===== src/rtl/core/rgm_pkg.sv =====
// Shared types and constants of the regularised Gram matrix block.
// Depends on nothing; rgm_ctrl, rgm_dp and the top level import it.
`timescale 1ns / 1ps

package rgm_pkg;

  // Samples per storage word: one per bank, four multiply-accumulates a cycle.
  localparam int unsigned LANES     = 4;
  localparam int unsigned WORD_CNT_W = 7;   // cols_in_use / LANES, up to 127
  localparam int unsigned VALUE_MAX = 32767;

  typedef enum logic [0:0] {
    ACT_LOAD = 1'b0,
    ACT_READ = 1'b1
  } act_e;

  typedef enum logic [1:0] {
    REG_RHO   = 2'd0,
    REG_COLS  = 2'd1,
    REG_ROWS  = 2'd2,
    REG_SHIFT = 2'd3
  } reg_idx_e;

  typedef enum logic [2:0] {
    ST_IDLE,
    ST_RUN,
    ST_DRAIN,
    ST_ROUND,
    ST_RESULT
  } state_e;

  typedef struct packed {
    act_e               action;
    logic [4:0]         x_row;
    logic [7:0]         x_col;
    logic signed [7:0]  sample;
    logic [4:0]         y_row;
    logic [4:0]         y_col;
  } in_word_t;

  typedef struct packed {
    logic [4:0]         out_row;
    logic [4:0]         out_col;
    logic signed [15:0] value;
    logic               clipped;
    logic               bad_request;
  } out_word_t;

  typedef struct packed {
    logic signed [31:0] rho;
    logic [8:0]         cols_in_use;
    logic [5:0]         rows_in_use;
    logic [4:0]         out_shift;
  } cfg_t;

  // Controller to datapath.
  typedef struct packed {
    logic                  write;
    logic                  start;
    logic                  issue;
    logic [WORD_CNT_W-1:0] word;
    logic                  round;
    logic                  fill;
  } cmd_t;

  // Datapath to controller.
  typedef struct packed {
    logic                  req_bad;
    logic [WORD_CNT_W-1:0] n_words;
    logic                  pipe_busy;
    logic                  out_free;
  } sts_t;

endpackage


===== src/rtl/core/rgm_ctrl.sv =====
// Sequencer of the Gram matrix block: accepts words, walks the column
// words of a read and steps the datapath. Depends on rgm_pkg.
`timescale 1ns / 1ps

module rgm_ctrl import rgm_pkg::*; (
  input  logic clk_i,
  input  logic rst_ni,
  input  logic in_valid_i,
  input  logic in_read_i,
  output logic in_ready_o,
  input  sts_t status_i,
  output cmd_t cmd_o
);

  state_e                state_q, state_d;
  logic [WORD_CNT_W-1:0] cnt_q, cnt_d;
  logic [WORD_CNT_W-1:0] nwords_q, nwords_d;

  always_ff @(posedge clk_i or negedge rst_ni) begin
    if (!rst_ni) begin
      state_q  <= ST_IDLE;
      cnt_q    <= '0;
      nwords_q <= '0;
    end else begin
      state_q  <= state_d;
      cnt_q    <= cnt_d;
      nwords_q <= nwords_d;
    end
  end

  always_comb begin
    state_d    = state_q;
    cnt_d      = cnt_q;
    nwords_d   = nwords_q;
    in_ready_o = 1'b0;
    cmd_o      = '0;
    unique case (state_q)
      ST_IDLE: begin
        in_ready_o = 1'b1;
        if (in_valid_i) begin
          if (in_read_i) begin
            cmd_o.start = 1'b1;
            cnt_d       = '0;
            nwords_d    = status_i.n_words;
            state_d     = status_i.req_bad ? ST_RESULT : ST_RUN;
          end else begin
            cmd_o.write = 1'b1;
          end
        end
      end
      ST_RUN: begin
        if (cnt_q != nwords_q) begin
          cmd_o.issue = 1'b1;
          cmd_o.word  = cnt_q;
          cnt_d       = cnt_q + 1'b1;
        end else begin
          state_d = ST_DRAIN;
        end
      end
      ST_DRAIN: begin
        if (!status_i.pipe_busy) begin
          state_d = ST_ROUND;
        end
      end
      ST_ROUND: begin
        cmd_o.round = 1'b1;
        state_d     = ST_RESULT;
      end
      ST_RESULT: begin
        if (status_i.out_free) begin
          cmd_o.fill = 1'b1;
          state_d    = ST_IDLE;
        end
      end
      default: state_d = ST_IDLE;
    endcase
  end

  a_cnt_bound: assert property (@(posedge clk_i) disable iff (!rst_ni)
    (state_q == ST_RUN) |-> (cnt_q <= nwords_q))
    else $error("word counter ran past the column count");

  a_accept_quiet: assert property (@(posedge clk_i) disable iff (!rst_ni)
    (in_valid_i && in_ready_o) |-> !status_i.pipe_busy)
    else $error("word accepted while the MAC pipeline still holds data");

  a_issue_fills: assert property (@(posedge clk_i) disable iff (!rst_ni)
    cmd_o.issue |=> status_i.pipe_busy)
    else $error("issued column word did not enter the pipeline");

endmodule


===== config.mk =====
export PLATFORM = sky130hd
export DESIGN_NAME = rgm_ctrl
export DESIGN_NICKNAME = d
export VERILOG_FILES = /design/src/rtl/core/rgm_pkg.sv /design/src/rtl/core/rgm_ctrl.sv
export SDC_FILE = /design/constraint.sdc
export NUM_CORES = 1
export LEC_CHECK = 0
export BUFFER_PORTS_ARGS = -buffer_cell sky130_fd_sc_hd__clkbuf_2
export CAP_MARGIN = 20
export CORE_UTILIZATION = 40
export CTS_CLUSTER_SIZE = 30
export DETAILED_ROUTE_END_ITERATION = 16
export PLACE_DENSITY = 0.76
export REMOVE_ABC_BUFFERS = 1
export SYNTH_ARGS = -nofsm -noshare
export SYNTH_HDL_FRONTEND = slang
export SYNTH_SLANG_ARGS = --single-unit

===== constraint.sdc =====
create_clock -name clk_i -period 4.6 [get_ports clk_i]
set_input_delay 0.46 -clock clk_i [delete_from_list [all_inputs] [get_ports clk_i]]
set_output_delay 0.46 -clock clk_i [all_outputs]
set_load 0.005 [all_outputs]

* After elaboration in Yosys (flattened, before gate mapping)
Index checks and enable logic that the tools add are counted.
Storage, ports and cells: input bits 14, word-level logic and storage cells 41, bits in registers 17, output and inout port bits 13
Cells by class: $add $sub $neg 1, muxes and demuxes 21, reduce and logical (&&, ||, !) cells 5, eq/ne operators 11
Operators with widths (count):
- two-way mux 7 bit | 3
- two-way mux 3 bit | 6
- two-way mux 8 bit | 2
- case mux 3 bit (5 select lines) | 1
- case mux 7 bit (2 select lines) | 1
- inequality test 2 bit, second input constant | 6
- adder 7 x 1 -> 7 bit, second input constant | 1
- inequality test 7 bit | 1
- equality test 3 x 2 -> 1 bit, second input constant | 2
- two-way mux 1 bit | 6
- AND reduction 5 bit | 1
- two-way mux 2 bit | 2
- AND reduction 4 bit | 1
- equality test 3 x 1 -> 1 bit, second input constant | 1
- equality test 3 bit, second input constant | 1
- logical NOT 3 bit | 1
- AND reduction 3 bit | 1
- nonzero test 2 bit | 1

* Logic depth before layout (Yosys ltp)
word-level depth 4, mapped depth 6, gate-level depth less buffers 5

* Worst setup path before layout
OpenSTA, ideal clock, no wires.
path kind register to output, start register cnt_q[1], end output port cmd_o[2] in the netlist's numbering, path buffers 0, cell stages (with the launch flop) 6, data arrival time 1.340 ns, required time 4.140 ns, path slack 2.800 ns, cells stage by stage dfrtp_1 -> xnor2_1 -> nand4_4 -> o21ai_2 -> inv_2 -> and2_1
RTL lines:
- start: declaration | line rgm_ctrl.sv:16 | logic [WORD_CNT_W-1:0] cnt_q, cnt_d;
- start signal: assignment | line rgm_ctrl.sv:26 | cnt_q <= cnt_d;
- end: declaration | line rgm_ctrl.sv:12 | output cmd_t cmd_o

==> flow_summary.toml <==
[drt]
drtIter0Drc = 8
dr_total_vias = 820
routed.top_layer = "met4"
wirelength_met1_um = 920
firstDrtPassIters = 4
routed_wl_mm = 2.040
drc = 0
dr_wl_met2_mm = 1.017
antenna_left = 0
via_per_inst = 5.062
wire_per_inst_um = 12.59
wl_met3_um = 59

[sta]
hold_viol = 0
fin_setup_tns_ps = 0
rsz0062_at_grt = "false"
fin_crit_ps = 2470
slew-limit-headroom = 0.6278
worst_slew_pin_slew_ps = 556.7
maxSlewViolCount = 0
timing.fmax_mhz = 404.8
final.setup_skew_ps = 1.030
finalSetupViolations = 0
post-route-period-util = 0.5370

[placed_design]
portBuffers = 26
hpwl_mm = 1.585
finalWeightedCongestion = 0.8077

[cts]
clk_latency_ps = 290
cts_root_buf = "clkbuf_4"
clock-sinks = 17
numCtsBuffers = 3
cts-resized-gates = 0
postCtsSetupBuffers = 0
cts.path.max_buffers = 2
cts_tree = "built"
htree_levels = 1
clk_pin_slew_ps = 100
hold_buffers = 0

[global_routing]
grt_first_pass_wirelength_mm = 3.525
grt_max_degree = 18
antenna_found_initial = 0
grt_overflow_total = 0
first_global_vias = 822
grt_usage = 0.1811

[yosys]
synth_warnings = 0
synth_compound_gate_area_share = 0.1114
yosys.area_share.simple = 0.2841
netlist_area_um2 = 999.7
synth_top_family_by_area = "simple AND/OR/NAND/NOR gates"
postSynthCellCount = 107
synth_cell_type_count = 34
ys_seq_area_frac = 0.4255
synth_fa_ha_area_frac = 0.01252
ys_ff_latch = 17
synth_mux_area_frac = 0.05006
synth_xor_area_frac = 0.07635
synth_area_per_cell_um2 = 9.343

[power]
p_int_uw = 371.8
seqPwrFrac = 0.409
ir_drop_uv = 328.1
leakage_uw = 0.0006162
p_comb_frac = 0.470
swShare = 0.4402
clkPwrFrac = 0.121
p_sw_uw = 292.3
total_power_uw = 664.2
powerDensity_nw_per_um2 = 563.5

[setup_path]
path_max_fanout = 14
crit_required_ps = 4140
path_class = "reg -> out"
start_kind = "flip-flop"
endpoint_kind = "primary output"
cp.arrival_ps = 2010

[run_status]
outcome = "finished clean"

[finish]
nets = 150
seq_area_um2 = 425.4
mostFrequentLayoutCell = "nand2_1"
area_growth_pct = 17.90
n_antenna_cell = 0
multi_input_area_um2 = 534.3
final_cell_mix = "nand2_1, clkbuf_2, dfrtp_1"
layout-drive-gt1-share = 0.3060
fill_cells = 209

[floorplanning]
dieArea_um2 = 2703
die_x_um = 51.99
core_area_um2 = 2276
row_count = 17
die_y_um = 51.99
ios = 27
initial_core_util = 0.4393

[flow_run]
maxCapViolations = 0

[worst_hold_path]
hp-class = "in -> async"
sequential cells by signal, summed over array words and instances (netlist names):
register,count
cnt_q,7
nwords_q,7
state_q,3
cell families after synthesis:
logic type	Yosys count
and+or+nand+nor	53
buffers and inverters	10
adders and majority gates	1
xor gates and xnor gates	7
muxes	5
AOI/OAI and AO/OA	14
DFF	17
synth_stat cells, drive strengths merged:
master    n  area share
o2111ai   3       0.026
a21oi     2       0.010
nor2      5       0.019
and4      2       0.018
buf       2       0.010
nand3     2       0.015
o21ai     4       0.024
mux2i     5       0.050
nor3b     1       0.019
nor3      2       0.015
o311ai    1       0.016
nand3b    1      0.0075
and2      4       0.025
nand4     2       0.028
or4       1      0.0075
ha        1       0.013
clkbuf    1      0.0038
xnor2     7       0.076
dfrtp    17        0.43
a21o      1      0.0075
and3b     1      0.0088
inv       7       0.026
o31ai     2       0.020
and3      1      0.0063
o211ai    1      0.0075
nand2    31        0.12
final timing paths:
kind,startpoint,endpoint,slack (ps),depth (start not counted)
max,state_q[2],cmd_o[10],2130,4
min,rst_ni,nwords_q[4],80,1
max reg2reg,state_q[2],cnt_q[2],2790,4
min reg2reg,nwords_q[1],nwords_q[1],510,2
max in group asynchronous,rst_ni,nwords_q[6],4230,1
min in group clk_i,status_i[8],nwords_q[6],360,3
through the flow:
| step | instances | instance area [µm²] | hold WS [ps] | setup slack (ps) | util |
|---|---|---|---|---|---|
| final | 162 | 1179 | 79.25 | 2130 | 0.5179 |
| after global routing | 162 | 1179 | 108.8 | 1942 | 0.5179 |
| after CTS | 162 | 1179 | 89.69 | 2086 | 0.5179 |
| after detailed placement | 158 | 1151 | 418.5 | 2435 | 0.5058 |
| after global placement | 158 | 1151 | 410.2 | 2445 | 0.5058 |
| after floorplan | 104 | 985.9 | 164.4 | 2800 | - |
layout make-up:
| cell class | instances | area share |
|---|---|---|
| inverter | 7 | 0.02229 |
| clock buffer | 3 | 0.01911 |
| sequential | 17 | 0.3609 |
| timing repair buffer | 26 | 0.1104 |
| clock inverter | 1 | 0.004246 |
| tap | 28 | 0.02972 |
| multi-input combinational | 80 | 0.4533 |
routing by layer:
layer / vias to the layer above / global-route usage
li1: 425 / -
met1: 376 / 0.2188
met2: 15 / 0.3013
met3: 4 / 0.03801
met4: 0 / 0.09009
met5: - / 0
power groups by stage:
| stage | clock network [µW] | logic, µW | registers, µW |
|---|---|---|---|
| final | 80.1 | 312 | 272 |
| after global routing | 90.9 | 351 | 280 |
| after CTS | 83.8 | 315 | 271 |
| after detailed placement | 0 | 312 | 275 |
| after global placement | 0 | 305 | 272 |
| after floorplan | 0 | 239 | 258 |
worst max-delay path, stage by stage, from the launching register on:
cell and delay (ps):
dfrtp_1 490, nor3_2 270, nand3_1 440, inv_2 350
clkbuf_2 160
No activity file was read; power rests on OpenSTA's default activity.
